==> config.mk <==
export PLATFORM = sky130hd
export DESIGN_NAME = toq_fifo_cell
export DESIGN_NICKNAME = d
export VERILOG_FILES = /design/src/rtl/core/toq_pkg.sv /design/src/rtl/core/toq_fifo_cell.sv
export SDC_FILE = /design/constraint.sdc
export NUM_CORES = 1
export LEC_CHECK = 0
export ABC_CLOCK_PERIOD_IN_PS = 2200
export BUFFER_PORTS_ARGS = -buffer_cell sky130_fd_sc_hd__buf_2
export CAP_MARGIN = 20
export CORE_MARGIN = 3
export CORE_UTILIZATION = 35
export CTS_BUF_LIST = sky130_fd_sc_hd__clkbuf_8
export CTS_CLUSTER_SIZE = 8
export DETAILED_ROUTE_END_ITERATION = 10
export GPL_TIMING_DRIVEN = 0
export PLACE_DENSITY_LB_ADDON = 0.12
export SYNTH_ARGS = -nofsm -noshare
export SYNTH_HDL_FRONTEND = slang
export SYNTH_SLANG_ARGS = --single-unit
==> constraint.sdc <==
create_clock -name clk -period 2.2 [get_ports clk]
set_input_delay 0.22 -clock clk [delete_from_list [all_inputs] [get_ports clk]]
set_output_delay 0.22 -clock clk [all_outputs]
set_load 0.01 [all_outputs]
==> src/rtl/core/toq_pkg.sv <==
// ----------------------------------------------------------------------------
// toq_pkg: shared types and codes for the overlay queue
// Words on the command and result channels, cell entries, cell control
// and the command, result-kind and cell-operation codes, and the type-mask test.
// ----------------------------------------------------------------------------
`default_nettype none

package toq_pkg;

  localparam int HANDLE_BITS = 16;

  // Command codes
  localparam logic [1:0] CMD_INSERT  = 2'd0;
  localparam logic [1:0] CMD_RELEASE = 2'd1;
  localparam logic [1:0] CMD_CLEAR   = 2'd2;

  // Result kinds
  localparam logic [2:0] KIND_MARKER   = 3'd0;
  localparam logic [2:0] KIND_RELEASED = 3'd1;
  localparam logic [2:0] KIND_EVICTED  = 3'd2;
  localparam logic [2:0] KIND_CLEARED  = 3'd3;
  localparam logic [2:0] KIND_DROPPED  = 3'd4;

  // Cell operations, broadcast to every cell of a chain
  localparam logic [1:0] OP_HOLD        = 2'd0;
  localparam logic [1:0] OP_INSERT      = 2'd1;  // sorted insert, or append for the FIFO
  localparam logic [1:0] OP_INSERT_FULL = 2'd2;  // insert into a full list, head drops out
  localparam logic [1:0] OP_ROTATE      = 2'd3;  // shift toward head, head to tail if kept

  // Command word
  typedef struct packed {
    logic [1:0]             command;
    logic [31:0]            timestamp;
    logic [HANDLE_BITS-1:0] handle;
    logic [1:0]             overlay_type;
    logic                   untimed;
    logic [2:0]             type_mask;
  } toq_item_t;

  // Result word
  typedef struct packed {
    logic [2:0]             kind;
    logic [HANDLE_BITS-1:0] out_handle;
    logic [1:0]             out_type;
    logic                   last;
  } toq_result_t;

  // Entry of a timed cell
  typedef struct packed {
    logic [31:0]            key;
    logic [HANDLE_BITS-1:0] handle;
    logic [1:0]             otype;
  } toq_tentry_t;

  // Entry of a FIFO cell
  typedef struct packed {
    logic [HANDLE_BITS-1:0] handle;
    logic [1:0]             otype;
  } toq_fentry_t;

  // Control broadcast along a chain
  typedef struct packed {
    logic [1:0]  op;
    logic        keep;
    toq_tentry_t fresh;
  } toq_ctl_t;

  // True when the mask selects the type; type 3 is never selected
  function automatic logic type_hit(input logic [2:0] mask, input logic [1:0] t);
    logic hit;
    unique case (t)
      2'd0:    hit = mask[0];
      2'd1:    hit = mask[1];
      2'd2:    hit = mask[2];
      default: hit = 1'b0;
    endcase
    return hit;
  endfunction

endpackage

`default_nettype wire

==> src/rtl/core/toq_fifo_cell.sv <==
// ----------------------------------------------------------------------------
// toq_fifo_cell: one slot of the untimed FIFO
// Takes the new entry when it is the free tail slot, and shifts toward the
// head on release or clear, wrapping a kept head entry to the tail.
// ----------------------------------------------------------------------------
`default_nettype none

module toq_fifo_cell
  import toq_pkg::*;
(
  input  logic        clk,
  input  toq_ctl_t    ctl,
  input  logic        occ,       // this slot holds an entry
  input  logic        occ_next,  // the slot after this one holds an entry
  input  logic        slot,      // this is the first free slot
  input  toq_fentry_t next,
  input  toq_fentry_t head,
  output toq_fentry_t entry
);

  toq_fentry_t entry_next;

  // Pick the next entry for this slot
  always_comb begin
    entry_next = entry;
    unique case (ctl.op)
      OP_INSERT: begin
        if (slot) begin
          entry_next.handle = ctl.fresh.handle;
          entry_next.otype  = ctl.fresh.otype;
        end
      end
      OP_ROTATE: begin
        if (occ_next) begin
          entry_next = next;
        end else if (occ && ctl.keep) begin
          entry_next = head;
        end
      end
      default: begin
        entry_next = entry;
      end
    endcase
  end

  always_ff @(posedge clk) begin
    entry <= entry_next;
  end

endmodule

`default_nettype wire

---- Word-level counts from Yosys, hierarchy flattened ----
Cells that the tools add are included.
storage, ports and cells
  bits in registers ....................... 18
  word-level logic and storage cells ...... 13
  input bits .............................. 93
operators by class
  equality and inequality tests ........... 4
  reductions and logical operators ........ 3
  multiplexer cells ....................... 4
operators with widths
  cell                  count
  $mux W18              3
  $pmux W18 S2          1
  $ne A3 B3 Y1 const B  1
  $reduce_and A3 Y1     1
  $eq A2 B1 Y1 const B  1
  $eq A2 B2 Y1 const B  1
  $ne A2 B2 Y1 const B  1
  $reduce_bool A2 Y1    1
  $logic_and A1 B1 Y1   1

---- Depth between registers and ports, before layout ----
  depth in word-level cells ............... 4
  mapped depth ............................ 4
  mapped depth without buffers ............ 2

---- Worst setup path before layout ----
OpenSTA, ideal clock, no wires.
  path kind ............................... in2reg
  start point ............................. input port ctl[51] (netlist bit)
  end point ............................... register entry[0] (netlist bit) (enable)
  stages on the path ...................... 4
  setup time .............................. 399 ps
  setup slack ............................. 297 ps
  arrival time ............................ 1,504 ps
  path buffers ............................ 2
  path through ............................ buf_4 buf_4 o21ai_0 a21oi_1
between the ends
  longest elaborated chain between the ends .. 3
  elaborated cells between the ends (all ways) .. 6
  classes of those cells .................. eq/ne: 4; reduce/logical: 2
RTL lines
  what                                            RTL line             source
  start: declaration                              toq_fifo_cell.sv:12  input toq_ctl_t ctl,
  $eq A2 B2 Y1 or $eq A2 B1 Y1 (tied branches)    toq_fifo_cell.sv:26  unique case (ctl.op)
  $ne A3 B3 Y1 (no line) (tied with other cells)  -
  $reduce_and A3 Y1 (no line) (*)                 -
  end signal: assignment                          toq_fifo_cell.sv:47  entry <= entry_next;
  end: declaration                                toq_fifo_cell.sv:18  output toq_fentry_t entry
Every way passes the cells marked *; elsewhere a longest branch is shown, timed or not.
A chain may end at the register's enable or synchronous reset.

---- Final worst setup path ----
  start point ............................. input port ctl[51] (netlist bit)
  end point ............................... register entry[16] (netlist bit) (enable)
The elaborated chain is that of the path after synthesis.

==> flow_results.xml <==
<?xml version="1.0" encoding="UTF-8"?>
<metrics>
  <group name="sta">
    <metric name="final.setup.worst_slack" unit="ns">0.9268</metric>
    <metric name="final_worst_path_period_share" unit="%">57.87</metric>
    <metric name="post-route-min-period" unit="ns">1.273</metric>
    <metric name="maxSlewViolCount" unit="">0</metric>
    <metric name="slew_headroom" unit="%">68.42</metric>
    <metric name="finish_stage_setup_viols" unit="">0</metric>
    <metric name="fmax" unit="GHz">0.7854</metric>
    <metric name="rsz0062_at_grt" unit="">no</metric>
    <metric name="hold_viol" unit="">0</metric>
    <metric name="worst-slew-pin-transition" unit="ns">0.4737</metric>
  </group>
  <group name="layout">
    <metric name="max_flop_register" unit="">entry</metric>
    <metric name="largest_register_ff_count" unit="">18</metric>
    <metric name="largest_registers" unit="">entry x18</metric>
    <metric name="final.fill_count" unit="">251</metric>
    <metric name="drive_above_1_share" unit="%">53.94</metric>
    <metric name="register_area" unit="sq um">540.5</metric>
    <metric name="multi_input_comb_area" unit="sq um">385.4</metric>
    <metric name="fin_nets" unit="">260</metric>
    <metric name="antenna_cells_inserted" unit="">0</metric>
    <metric name="area.growth.synth_to_final" unit="%">48.61</metric>
  </group>
  <group name="critical_path">
    <metric name="cp.required" unit="ns">2.15</metric>
    <metric name="cp.buffers_inverters" unit="">4</metric>
    <metric name="timing.critical_path.slowest_cell_delay" unit="ns">0.24</metric>
    <metric name="worst_setup_path_end_kind" unit="">register</metric>
    <metric name="critical_path.top_delay_family" unit="">buffers and inverters</metric>
    <metric name="timing.critical_path.cells" unit="">buf_2, buf_4, buf_4, o21ai_0, a21oi_2, buf_8</metric>
    <metric name="timing.critical_path.from_type" unit="">input pin</metric>
    <metric name="timing.critical_path.slowest_stage_cell" unit="">a21oi_2</metric>
    <metric name="crit_arrival" unit="ns">1.23</metric>
    <metric name="startpoint" unit="">ctl[51]</metric>
    <metric name="worstSetupPathType" unit="">input pin to register</metric>
    <metric name="critPathMaxFanout" unit="">16</metric>
    <metric name="most_used_cell_along_the_critical_path" unit="">buf_4</metric>
  </group>
  <group name="synthesis">
    <metric name="yosysSeqAreaShare" unit="%">54.41</metric>
    <metric name="syn-mean-instance-area" unit="sq um">11.83</metric>
    <metric name="yosys-top-cells-area" unit="">edfxtp_1 54%, a21oi_1 19%, mux2i_1 18%, buf_6 2.3%, buf_12 2.0%</metric>
    <metric name="yosys.cell_types.count" unit="">10</metric>
    <metric name="synth.top_cell.area_share" unit="%">54.41</metric>
    <metric name="post-synth-top-count-cell" unit="">a21oi_1</metric>
    <metric name="synth_enable_flop_cells" unit="">18</metric>
    <metric name="synth.ff_latch_count" unit="">18</metric>
    <metric name="syn-cell-area" unit="sq um">993.5</metric>
    <metric name="syn_nets" unit="">177</metric>
    <metric name="synth.largest_area_cell" unit="">edfxtp_1</metric>
    <metric name="async_reset_ff_share" unit="%">0</metric>
    <metric name="postSynth.topFlopCell" unit="">edfxtp_1</metric>
    <metric name="yosys_warnings" unit="">0</metric>
    <metric name="synthCells" unit="">84</metric>
    <metric name="synth_common_cells" unit="">38 x a21oi_1, 18 x edfxtp_1, 18 x mux2i_1</metric>
  </group>
  <group name="floorplanning">
    <metric name="die_height" unit="microns">59.28</metric>
    <metric name="die_area" unit="sq mm">0.003514</metric>
    <metric name="rows" unit="">18</metric>
    <metric name="floorplan.initialDensity" unit="%">38.36</metric>
    <metric name="io_pins" unit="">111</metric>
    <metric name="core_area" unit="sq mm">0.002590</metric>
    <metric name="die_width" unit="microns">59.28</metric>
  </group>
  <group name="global_routing">
    <metric name="maximum_number_of_pins_on_one_net_before_global_route_repair" unit="">17</metric>
    <metric name="grt_remaining_overflow" unit="">0</metric>
    <metric name="grt_first_pass_wirelength" unit="mm">4.188</metric>
    <metric name="grt.total_usage" unit="%">16.15</metric>
    <metric name="grt_pass1_vias" unit="">1021</metric>
    <metric name="number_of_antenna_violations_at_the_first_check_in_global_routing" unit="">0</metric>
  </group>
  <group name="drt">
    <metric name="ant_nets" unit="">0</metric>
    <metric name="postRouteWirelength" unit="mm">2.709</metric>
    <metric name="detailroute.via_count" unit="">974</metric>
    <metric name="drt_drc_violations_left" unit="">0</metric>
    <metric name="avgRoutedWirePerCell" unit="microns">13.89</metric>
    <metric name="detail_route.first_pass.iterations" unit="">4</metric>
    <metric name="detail_route.vias_per_cell" unit="">4.995</metric>
    <metric name="drt_iter0_drc" unit="">28</metric>
  </group>
  <group name="power_and_ir_drop">
    <metric name="p_leak" unit="uW">0.0007157</metric>
    <metric name="power.total" unit="uW">850.0</metric>
    <metric name="power.density_cell_area" unit="mW/mm^2">575.7</metric>
    <metric name="vdd.ir_drop.worst" unit="mV">0.4731</metric>
  </group>
  <group name="place">
    <metric name="preCtsSetupSlack" unit="ns">0.6600</metric>
    <metric name="gp_congestion" unit="">0.7730</metric>
    <metric name="numPortBuffers" unit="">77</metric>
  </group>
  <group name="flow_run">
    <metric name="timing.max_cap.violations" unit="">0</metric>
  </group>
  <group name="clock_network">
    <metric name="hold_buffers" unit="">0</metric>
    <metric name="max-clock-path-buffers" unit="">2</metric>
    <metric name="cts.htree.levels" unit="">1</metric>
    <metric name="cts_tree" unit="">yes</metric>
    <metric name="cts_buffer_count" unit="">3</metric>
    <metric name="cts.sinks" unit="">18</metric>
    <metric name="clock_root_buffer_master" unit="">clkbuf_8</metric>
    <metric name="cts_setup_buffers" unit="">0</metric>
    <metric name="cts.reportedPaths.clkPinSlew" unit="ns">0.07</metric>
    <metric name="post_cts_resized" unit="">0</metric>
  </group>
  <group name="min_path">
    <metric name="holdCritPathClass" unit="">input pin to register</metric>
    <metric name="hp-start" unit="">ctl[15]</metric>
  </group>
  <group name="run_status">
    <metric name="status" unit="">complete, no violations</metric>
  </group>
</metrics>
per-layer routing:
layer  share of wire, %  track usage (%)  wire length, microns  up-vias
met3                9.7            5.229                   262        2
met1                 37            17.36                  1014      432
met5                  0                0                     0        -
li1                   -                -                     -      490
met2                 52            30.11                  1417       50
met4               0.52            3.883                    14        0
area by class of cell:
cell class | count | area share (%)
clock buffer | 3 | 2.797
sequential | 18 | 36.61
tap | 30 | 2.542
buffer | 8 | 4.830
multi-input combinational | 58 | 26.10
timing repair buffer | 78 | 27.12
power by group:
part | switching [uW] | internal, uW
Sequential | 7.10 | 419
Combinational | 99.7 | 102
Clock | 100 | 121
Total | 207 | 643
tightest hold or removal path, cell delays in order:
cell	delay [ns]
buf_2	0.07
a21oi_1	0.03
a21oi_1	0.10
kinds of logic after synthesis:
kind of cell	synth area share, %
buffers and inverters	7.178
AO/OA/AOI/OAI	19.65
AND/OR/NAND/NOR	0.6301
flip-flops	54.41
multiplexers	18.14
placed cells by master, fill, tap and decap left out:
cell,count
and2_1,1
o21ai_0,1
mux2i_1,18
clkbuf_8,3
buf_12,1
buf_8,1
a21oi_1,37
buf_6,2
clkbuf_1,1
edfxtp_1,18
buf_2,79
a21oi_2,1
buf_4,2
per-stage QoR:
stage	hold WS [ns]	util, %	instances	area, sq um	setup TNS [ns]
3_5_place_dp	0.5433	55.41	192	1435	0
2_1_floorplan	0.4466	-	84	993.5	0
5_1_grt	0.2950	57.00	195	1476	0
4_1_cts	0.2845	57.00	195	1476	0
6_report	0.2892	57.00	195	1476	0
3_3_place_gp	0.5334	54.69	191	1416	-5.574
worst paths after layout:
kind  cells past startpoint  slack [ns]         to
min                       3        0.29  entry[15]
max                       6        0.93  entry[16]
No activity file was read; power rests on OpenSTA's default activity.
