File: src/rtl/core/toq_pkg.sv
// ----------------------------------------------------------------------------
// toq_pkg: shared types and codes for the overlay queue
// Words on the command and result channels, cell entries, cell control
// and the command, result-kind and cell-operation codes, and the type-mask test.
// ----------------------------------------------------------------------------
`default_nettype none

package toq_pkg;

  localparam int HANDLE_BITS = 16;

  // Command codes
  localparam logic [1:0] CMD_INSERT  = 2'd0;
  localparam logic [1:0] CMD_RELEASE = 2'd1;
  localparam logic [1:0] CMD_CLEAR   = 2'd2;

  // Result kinds
  localparam logic [2:0] KIND_MARKER   = 3'd0;
  localparam logic [2:0] KIND_RELEASED = 3'd1;
  localparam logic [2:0] KIND_EVICTED  = 3'd2;
  localparam logic [2:0] KIND_CLEARED  = 3'd3;
  localparam logic [2:0] KIND_DROPPED  = 3'd4;

  // Cell operations, broadcast to every cell of a chain
  localparam logic [1:0] OP_HOLD        = 2'd0;
  localparam logic [1:0] OP_INSERT      = 2'd1;  // sorted insert, or append for the FIFO
  localparam logic [1:0] OP_INSERT_FULL = 2'd2;  // insert into a full list, head drops out
  localparam logic [1:0] OP_ROTATE      = 2'd3;  // shift toward head, head to tail if kept

  // Command word
  typedef struct packed {
    logic [1:0]             command;
    logic [31:0]            timestamp;
    logic [HANDLE_BITS-1:0] handle;
    logic [1:0]             overlay_type;
    logic                   untimed;
    logic [2:0]             type_mask;
  } toq_item_t;

  // Result word
  typedef struct packed {
    logic [2:0]             kind;
    logic [HANDLE_BITS-1:0] out_handle;
    logic [1:0]             out_type;
    logic                   last;
  } toq_result_t;

  // Entry of a timed cell
  typedef struct packed {
    logic [31:0]            key;
    logic [HANDLE_BITS-1:0] handle;
    logic [1:0]             otype;
  } toq_tentry_t;

  // Entry of a FIFO cell
  typedef struct packed {
    logic [HANDLE_BITS-1:0] handle;
    logic [1:0]             otype;
  } toq_fentry_t;

  // Control broadcast along a chain
  typedef struct packed {
    logic [1:0]  op;
    logic        keep;
    toq_tentry_t fresh;
  } toq_ctl_t;

  // True when the mask selects the type; type 3 is never selected
  function automatic logic type_hit(input logic [2:0] mask, input logic [1:0] t);
    logic hit;
    unique case (t)
      2'd0:    hit = mask[0];
      2'd1:    hit = mask[1];
      2'd2:    hit = mask[2];
      default: hit = 1'b0;
    endcase
    return hit;
  endfunction

endpackage

`default_nettype wire

File: src/rtl/core/toq_timed_cell.sv
// ----------------------------------------------------------------------------
// toq_timed_cell: one slot of the sorted timed list
// Holds key, handle and type; trades entries with its neighbors under the
// broadcast cell operation, and reports whether its key is below the new key.
// ----------------------------------------------------------------------------
`default_nettype none

module toq_timed_cell
  import toq_pkg::*;
(
  input  logic        clk,
  input  toq_ctl_t    ctl,
  input  logic        occ,       // this slot holds an entry
  input  logic        occ_next,  // the slot after this one holds an entry
  input  logic        lt_prev,   // previous slot stays ahead of the new key
  input  logic        lt_next,   // next slot stays ahead of the new key
  input  toq_tentry_t prev,
  input  toq_tentry_t next,
  input  toq_tentry_t head,
  output toq_tentry_t entry,
  output logic        lt
);

  toq_tentry_t entry_next;

  // Flag an occupied entry that sorts ahead of the new key
  assign lt = occ && (entry.key < ctl.fresh.key);

  // Pick the next entry for this slot
  always_comb begin
    entry_next = entry;
    unique case (ctl.op)
      OP_HOLD: begin
        entry_next = entry;
      end
      OP_INSERT: begin
        if (lt) begin
          entry_next = entry;
        end else if (lt_prev) begin
          entry_next = ctl.fresh;
        end else begin
          entry_next = prev;
        end
      end
      OP_INSERT_FULL: begin
        if (lt_next) begin
          entry_next = next;
        end else if (lt) begin
          entry_next = ctl.fresh;
        end
      end
      OP_ROTATE: begin
        if (occ_next) begin
          entry_next = next;
        end else if (occ && ctl.keep) begin
          entry_next = head;
        end
      end
    endcase
  end

  always_ff @(posedge clk) begin
    entry <= entry_next;
  end

endmodule

`default_nettype wire

File: config.mk
export PLATFORM = sky130hd
export DESIGN_NAME = toq_timed_cell
export DESIGN_NICKNAME = d
export VERILOG_FILES = /design/src/rtl/core/toq_pkg.sv /design/src/rtl/core/toq_timed_cell.sv
export SDC_FILE = /design/constraint.sdc
export NUM_CORES = 1
export LEC_CHECK = 0
export CAP_MARGIN = 10
export CORE_AREA = 2 2 165 86
export CTS_CLUSTER_DIAMETER = 40
export DETAILED_ROUTE_END_ITERATION = 6
export DIE_AREA = 0 0 167 88
export DONT_BUFFER_PORTS = 1
export GPL_TIMING_DRIVEN = 0
export PLACE_DENSITY = 0.57
export SLEW_MARGIN = 20
export SYNTH_ARGS = -nofsm -noshare
export SYNTH_HDL_FRONTEND = slang
export SYNTH_SLANG_ARGS = --single-unit
File: constraint.sdc
create_clock -name clk -period 5.4 [get_ports clk]
set_clock_uncertainty 0.1 [all_clocks]
set_input_delay 0.54 -clock clk [delete_from_list [all_inputs] [get_ports clk]]
set_output_delay 0.54 -clock clk [all_outputs]
set_load 0.1 [all_outputs]
# ---- Word-level counts from Yosys, hierarchy flattened
# Index checks and enable logic that the tools add are counted.
dict set report word_totals {
  reg_bits 50
  inputBits 208
}
dict set report op_classes {
  n_lt_le_gt_ge 1
  n_eq_ne 6
  n_mux 7
  n_bitwise 1
  reduce_logical 4
}
# operator n
set ops {}
lappend ops {{2-to-1 mux 50 bit} 6}
lappend ops {{one-hot mux 50 bit (3 select lines)} 1}
lappend ops {{less-than comparator 32 bit} 1}
lappend ops {{!= test 3 bit (second input constant)} 2}
lappend ops {{equality test 2 bit (second input constant)} 2}
lappend ops {{AND reduction 4 bit} 1}
lappend ops {{equality test 2 x 1 -> 1 bit (second input constant)} 1}
lappend ops {{logical AND 1 bit} 2}
lappend ops {{zero test 2 bit} 1}
lappend ops {{!= test 2 bit (second input constant)} 1}
lappend ops {{NOT 1 bit} 1}

# ---- Longest topological paths before layout
# Gate-level depths: netlist of the first run.
dict set report logic_depth {
  word_depth 5
  mapped_depth 8
  depth_no_buf 8
}

# ---- Worst setup path after synthesis of the first run
# No wires, ideal clock.
dict set report synth_path {
  path_type {register to register}
  from {reg entry[19] (netlist name)}
  to {reg entry[0] (netlist name), enable pin}
  t_arrival_ns 6.130
  required_ns 4.632
  setup_slack_ns -1.498
  path_stages_with_launch 7
  path_cell_list {edfxtp_1 ha_1 a2111oi_2 nor4_1 o311a_1 nor3_1 o21bai_1}
}
dict set report synth_via {
  elab_chain_cells 4
  word_cells_on_any_way 5
  classes_between {order compare (1); eq/ne (2); reduce/logical (2)}
}
# item line_no
set synth_lines {}
lappend synth_lines {{from (decl)} toq_timed_cell.sv:20} ;# output toq_tentry_t entry,
lappend synth_lines {{from (signal assigned)} toq_timed_cell.sv:63} ;# entry <= entry_next;
lappend synth_lines {{less-than comparator 32 bit *} toq_timed_cell.sv:27} ;# assign lt = occ && (entry.key < ctl.fresh.key);
lappend synth_lines {{logical AND 1 bit *} toq_timed_cell.sv:27}
lappend synth_lines {{via lt} toq_timed_cell.sv:21} ;# output logic lt
lappend synth_lines {{!= test 3 bit (no source line) or != test 2 bit (tied branches)} --}
lappend synth_lines {{AND reduction 4 bit (no source line) *} --}
# Mark *: on every way through the listed nets, which the timed path passes. The rest lies on a longest branch.
# A chain may end at the register's enable or synchronous reset.

# ---- Worst setup path after layout of the first run
dict set report layout_path {
  from {reg entry[49] (netlist name)}
  to {reg entry[41] (netlist name), enable pin}
}
# The elaborated chain is that of the path after synthesis.

==> results of run 1 <==
==> power breakdown <==
| part | internal (mW) | total [mW] | switching, mW |
|---|---|---|---|
| Sequential | 0.503 | 0.913 | 0.410 |
| Clock | 0.166 | 0.308 | 0.143 |
| Combinational | 0.137 | 0.339 | 0.202 |
==> cell usage in the layout (no fill, tap or decap), types with 14 or more instances in the layout <==
cell type	synthesis	routed
o211ai_1	51	51
ha_1	31	31
clkbuf_1	22	22
mux2_2	19	19
nand2_1	91	91
o21ai_0	85	85
mux2i_1	100	100
edfxtp_1	50	50
inv_1	33	33
buf_1	14	14
==> cell type report <==
class	count	area share, %
Timing Repair Buffer	2	0.910
Clock buffer	5	2.40
Tap cell	176	4.22
Clock inverter	1	0.0719
Multi-Input combinational cell	418	58.0
Sequential cell	50	28.7
Inverter	33	2.37
Buffer	43	3.26
==> kinds of logic (layout without fill, tap and decap cells) <==
| group | after synthesis | count (layout) | share of synthesized area [%] |
|---|---|---|---|
| muxes | 119 | 119 | 25.3 |
| buffers and inverters | 76 | 84 | 6.12 |
| adders and majority gates | 31 | 31 | 8.07 |
| and+or+nand+nor | 111 | 111 | 9.38 |
| DFF | 50 | 50 | 31.3 |
| AOI/OAI and AO/OA | 157 | 157 | 19.9 |
==> worst reg2reg max path, cell delays in order (launching register included) <==
cell and delay (ns):
edfxtp_1 0.79, ha_1 0.54, nand4_1 0.20, nor4_1 0.94, o311a_1 0.42, nor3_4 0.18, o21bai_4 0.51, buf_12 0.26
==> per-layer routing <==
metal	track usage (%)	wire [um]
met4	3.13	111
met3	7.32	1730
met5	0	0
met1	30.2	7580
met2	34.7	7340
==> final timing paths <==
path,slack (ns),startpoint,cells past startpoint,to
worst max-delay path,1.14,entry[49],7,entry[41]
worst min-delay path,0.42,prev[25],2,entry[25]
worst max register to register,1.14,entry[49],7,entry[41]
worst min register to register,2.05,entry[33],6,entry[25]
==> flow_summary.json, run 1 <==
{
  "multi_input_area_sq_mm": 0.00303,
  "cp-start-kind": "register",
  "largest_register": "entry",
  "synth_area_sq_mm": 0.00480,
  "yosysTopAreaCellShare_pct": 31.3,
  "port_buffers": 0,
  "antennaDiodeCount": 0,
  "maxCapViolations": 0,
  "stdcell_count": 728,
  "slew_viol_final": 0,
  "p_total_mw": 1.56,
  "fin_crit_sh_pct": 78.9,
  "wl_um": 16800,
  "cts_buffer_depth": 2,
  "initial_core_util_pct": 36.3,
  "yosysTopAreaCell": "edfxtp_1",
  "fillers": 1330,
  "yosys-top-cells-count": "mux2i_1, nand2_1, o21ai_0, o211ai_1, edfxtp_1",
  "fmax_mhz": 235,
  "die_y_um": 88,
  "overflow": 0,
  "largest_reg_flops": 50,
  "synth_area_per_cell_sq_um": 8.83,
  "wl_per_cell_um": 23.0,
  "cp_top_family": "simple AND/OR/NAND/NOR gates",
  "grt_max_degree": 25,
  "ys_types": 27,
  "drc": 0,
  "core_sq_mm": 0.0133,
  "post-dp-hpwl_um": 13600,
  "vias": 4255,
  "grt_pass1_wl_um": 24800,
  "critPathKind": "register to register",
  "fp.dieArea_sq_mm": 0.0147,
  "relSlewSlack_pct": 25.0,
  "hold_viol_final": 0,
  "die_width_um": 167,
  "grt_usage_pct": 22.0,
  "yosysMostFrequentCell": "mux2i_1",
  "endpoint_kind": "register",
  "synth_nets": 783,
  "dpl.cell_count": 722,
  "cts_tree": "built",
  "setup_tns_ns": 0,
  "fin_area_sq_mm": 0.00522,
  "synth-edff-count": 50,
  "crit_slowest_cell": "nor4_1",
  "async_flop_share_pct": 0,
  "clk_latency_ns": 0.29,
  "ys.warnings.count": 0,
  "synth_ff_type": "edfxtp_1",
  "yosys-top-cells-area": "edfxtp_1, mux2i_1, o21ai_0",
  "grt_pass1_vias": 4355,
  "grt_setup_unrepaired": "false",
  "power_leakage_nw": 2.17,
  "status": "complete, no violations",
  "antenna_found_initial": 0,
  "drtAntennaViolNets": 0,
  "fin_ws_ns": 1.14,
  "cts_buffers": 5,
  "synth_seq_cells": 50,
  "reg_top3": "entry (50)",
  "drtPass1Iterations": 5,
  "gp_congestion": 0.895,
  "dpl-instance-area_sq_mm": 0.00509,
  "post-place-ws_ns": 1.13,
  "fin_util_pct": 39.4,
  "required_ns": 5.29,
  "drive_gt1_share_pct": 6.70,
  "hold_buffers": 0,
  "crit_buf_inv": 1,
  "setup_viol_count_final": 0,
  "holdWs_ns": 0.424,
  "cts_setup_buffers": 0,
  "p_per_area_mw_per_mm2": 299,
  "crit_chain": "ha_1, nand4_1, nor4_1, o311a_1, nor3_4, o21bai_4, buf_12",
  "clk_pin_slew_ns": 0.07,
  "cts.repair.resized": 0,
  "synth-seq-area-share_pct": 31.3,
  "final_nets": 792,
  "drt_iter0_markers": 269,
  "crit_fanout": 24,
  "viasPerCell": 5.84,
  "areaGrowthSynthToFinish_pct": 8.73,
  "tightest_slew_ns": 1.12,
  "slowest_delay_ns": 0.94,
  "hold_path_class": "input port to register",
  "arrival_ns": 4.15,
  "cts_num_sinks": 50,
  "synthCells": 544,
  "h-tree-depth": 2,
  "vdd_ir_drop_max_mv": 0.158,
  "io_pins": 259,
  "cts_root_buffer": "clkbuf_16",
  "rows": 30,
  "fin_crit_ns": 4.26,
  "seqCellArea_sq_mm": 0.00150
}
Note: power is estimated with default switching activity, not from simulation.
==> inputs of run 2 (changes only) <==
--- a/config.mk
+++ b/config.mk
@@ -12,7 +12,7 @@
 export DIE_AREA = 0 0 167 88
 export DONT_BUFFER_PORTS = 1
 export GPL_TIMING_DRIVEN = 0
-export PLACE_DENSITY = 0.57
+export PLACE_DENSITY = 0.59
 export SLEW_MARGIN = 20
 export SYNTH_ARGS = -nofsm -noshare
 export SYNTH_HDL_FRONTEND = slang
==> constraint.sdc (replaced) <==
create_clock -name clk -period 3.8 [get_ports clk]
set_clock_uncertainty 0.1 [all_clocks]
set_input_delay 0.38 -clock clk [delete_from_list [all_inputs] [get_ports clk]]
set_output_delay 0.38 -clock clk [all_outputs]
set_load 0.1 [all_outputs]
==> run 2 against run 1 <==
The run now ends with negative setup slack left. Sequential share of layout area decreased by 1.6 points. Clock-buffer cell count stayed put. Critical path depth is 2 higher. Non-clock buffer count rose by 9. Utilization up 2.3 points. Die area is the same. Sequential cell count is the same. Sequential power is 42% higher. Global-route usage grew 0.66 points. Clock power rose by 43%. Largest cell class unchanged.
==> flow_summary.json, run 2 (synthesized netlist as in run 1, its figures left out) <==
{
  "status": "complete, but fails checks",
  "violations": "negative setup slack",
  "grt_setup_unrepaired": "true",
  "cp-start-kind": "register",
  "hold_viol_final": 0,
  "p_per_area_mw_per_mm2": 418,
  "hold_depth": 2,
  "required_ns": 3.75,
  "fin_area_sq_mm": 0.00553,
  "r2r_start": "entry[46]",
  "final_common_cell": "mux2i_1",
  "relSlewSlack_pct": 24.9,
  "vias": 4418,
  "cts_buffer_depth": 2,
  "grt_usage_pct": 22.7,
  "wl_met3_um": 1870,
  "maxCapViolations": 0,
  "clk_pin_slew_ns": 0.07,
  "hold_path_class": "input port to register",
  "dpl.cell_count": 722,
  "fmax_mhz": 262,
  "r2r_setup_slack_ns": -0.02,
  "io_pins": 259,
  "largest_register": "entry",
  "rows": 30,
  "arrival_ns": 3.77,
  "drc": 0,
  "fin_crit_ns": 3.82,
  "fin_ws_ns": -0.0170,
  "drive_gt1_share_pct": 11.2,
  "endpoint_kind": "register",
  "final_nets": 801,
  "met1Wirelength_um": 7930,
  "drtAntennaViolNets": 0,
  "slew_viol_final": 0,
  "drt_iter0_markers": 312,
  "power_leakage_nw": 2.24,
  "largest_reg_flops": 50,
  "core_sq_mm": 0.0133,
  "wl_met2_um": 7700,
  "hold_buffers": 0,
  "post-dp-hpwl_um": 13900,
  "crit_path_start": "entry[46]",
  "dpl-instance-area_sq_mm": 0.00514,
  "min_to": "entry[41]",
  "wl_per_cell_um": 23.9,
  "cts_num_sinks": 50,
  "overflow": 0,
  "top_layer": "met4",
  "gp_congestion": 0.912,
  "antennaDiodeCount": 0,
  "rr_worst_depth": 9,
  "crit_fanout": 10,
  "tightest_slew_ns": 1.12,
  "areaGrowthSynthToFinish_pct": 15.1,
  "stdcell_count": 737,
  "min_from": "prev[41]",
  "cts_buffers": 5,
  "reg2reg_to": "entry[15]",
  "critPathKind": "register to register",
  "die_y_um": 88,
  "h-tree-depth": 2,
  "port_buffers": 0,
  "viasPerCell": 5.99,
  "wl_um": 17600,
  "setup_viol_count_final": 30,
  "initial_core_util_pct": 36.3,
  "clk_latency_ns": 0.29,
  "cts_tree": "built",
  "drtPass1Iterations": 5,
  "grt_pass1_wl_um": 25300,
  "vdd_ir_drop_max_mv": 0.220,
  "reg_top3": "entry (50)",
  "grt_max_degree": 14,
  "fp.dieArea_sq_mm": 0.0147,
  "mostFrequentLayoutCells": "mux2i_1, nand2_1, o21ai_0",
  "cts_root_buffer": "clkbuf_16",
  "fin_crit_sh_pct": 100,
  "antenna_found_initial": 0,
  "grt_pass1_vias": 4325,
  "die_width_um": 167
}
[run 2: cell types whose count changed in the layout (fill, tap and decap cells not counted), moves of 2 or more]
cell and change:
a21oi_1 -2, a21oi_2 +2, buf_16 +2, buf_4 +2, buf_6 +4, ha_1 -11, ha_4 +11
[run 2: how the worst max path moves through the flow]
stage | endpoint | slack, ns | cells after the start
3_5_place_dp | entry[8] | -0.38 | 8
6_report | entry[15] | -0.02 | 9
3_3_place_gp | entry[42] | -0.85 | 6
5_1_grt | entry[2] | -0.13 | 9
4_1_cts | entry[48] | -0.15 | 9
2_1_floorplan | entry[0] | -0.03 | 7
[run 2: cell type report]
class                           instances  area, sq um
Fill cell                            1303         7720
Multi-Input combinational cell        418         3200
Sequential cell                        50         1500
Tap cell                              176          220
Timing Repair Buffer                   11          188
Buffer                                 43          170
Clock buffer                            5          125
Inverter                               33          124
Clock inverter                          1         3.75
[run 2: power by group]
group / switching, mW / internal, mW / leakage, nW
clock: 0.203 / 0.235 / 0.0632
sequential: 0.590 / 0.715 / 0.494
combinational: 0.316 / 0.254 / 1.68
total: 1.11 / 1.20 / 2.24
[run 2: critical path, cell delays in order (launching register included)]
cell,delay (ns)
edfxtp_1,0.98
ha_1,0.38
nand4_1,0.20
nor3_2,0.07
a221oi_2,0.21
o211ai_1,0.23
nor3_4,0.95
o21bai_4,0.12
buf_6,0.19
buf_16,0.15
[run 2: per-stage QoR]
stage                     hold WS [ns]  utilization [%]  total power [mW]  worst slack, ns  TNS [ns]
after global routing             0.269             41.7              2.42           -0.134     -5.32
after detailed placement         0.564             38.8              1.81           -0.379    -16.81
after CTS                        0.258             40.9              2.30           -0.148     -6.99
after floorplan                  0.545                -              1.64          -0.0308     -1.54
final                            0.265             41.7              2.31          -0.0170    -0.341
after global placement           0.549             38.4              1.78           -0.852    -42.46
[run 2: routing by layer]
| metal | vias to the layer above | track usage (%) |
|---|---|---|
| met5 | - | 0 |
| met4 | 0 | 3.76 |
| met3 | 11 | 6.87 |
| met2 | 271 | 35.1 |
| met1 | 2099 | 31.8 |
| li1 | 2037 | - |
[run 2: timing repair]
item                       4_1_cts  5_1_grt
gates resized for setup          9       14
pin swaps                        4       11
setup endpoints to repair       51       51
gates cloned                     2        1
setup buffers                    7        0
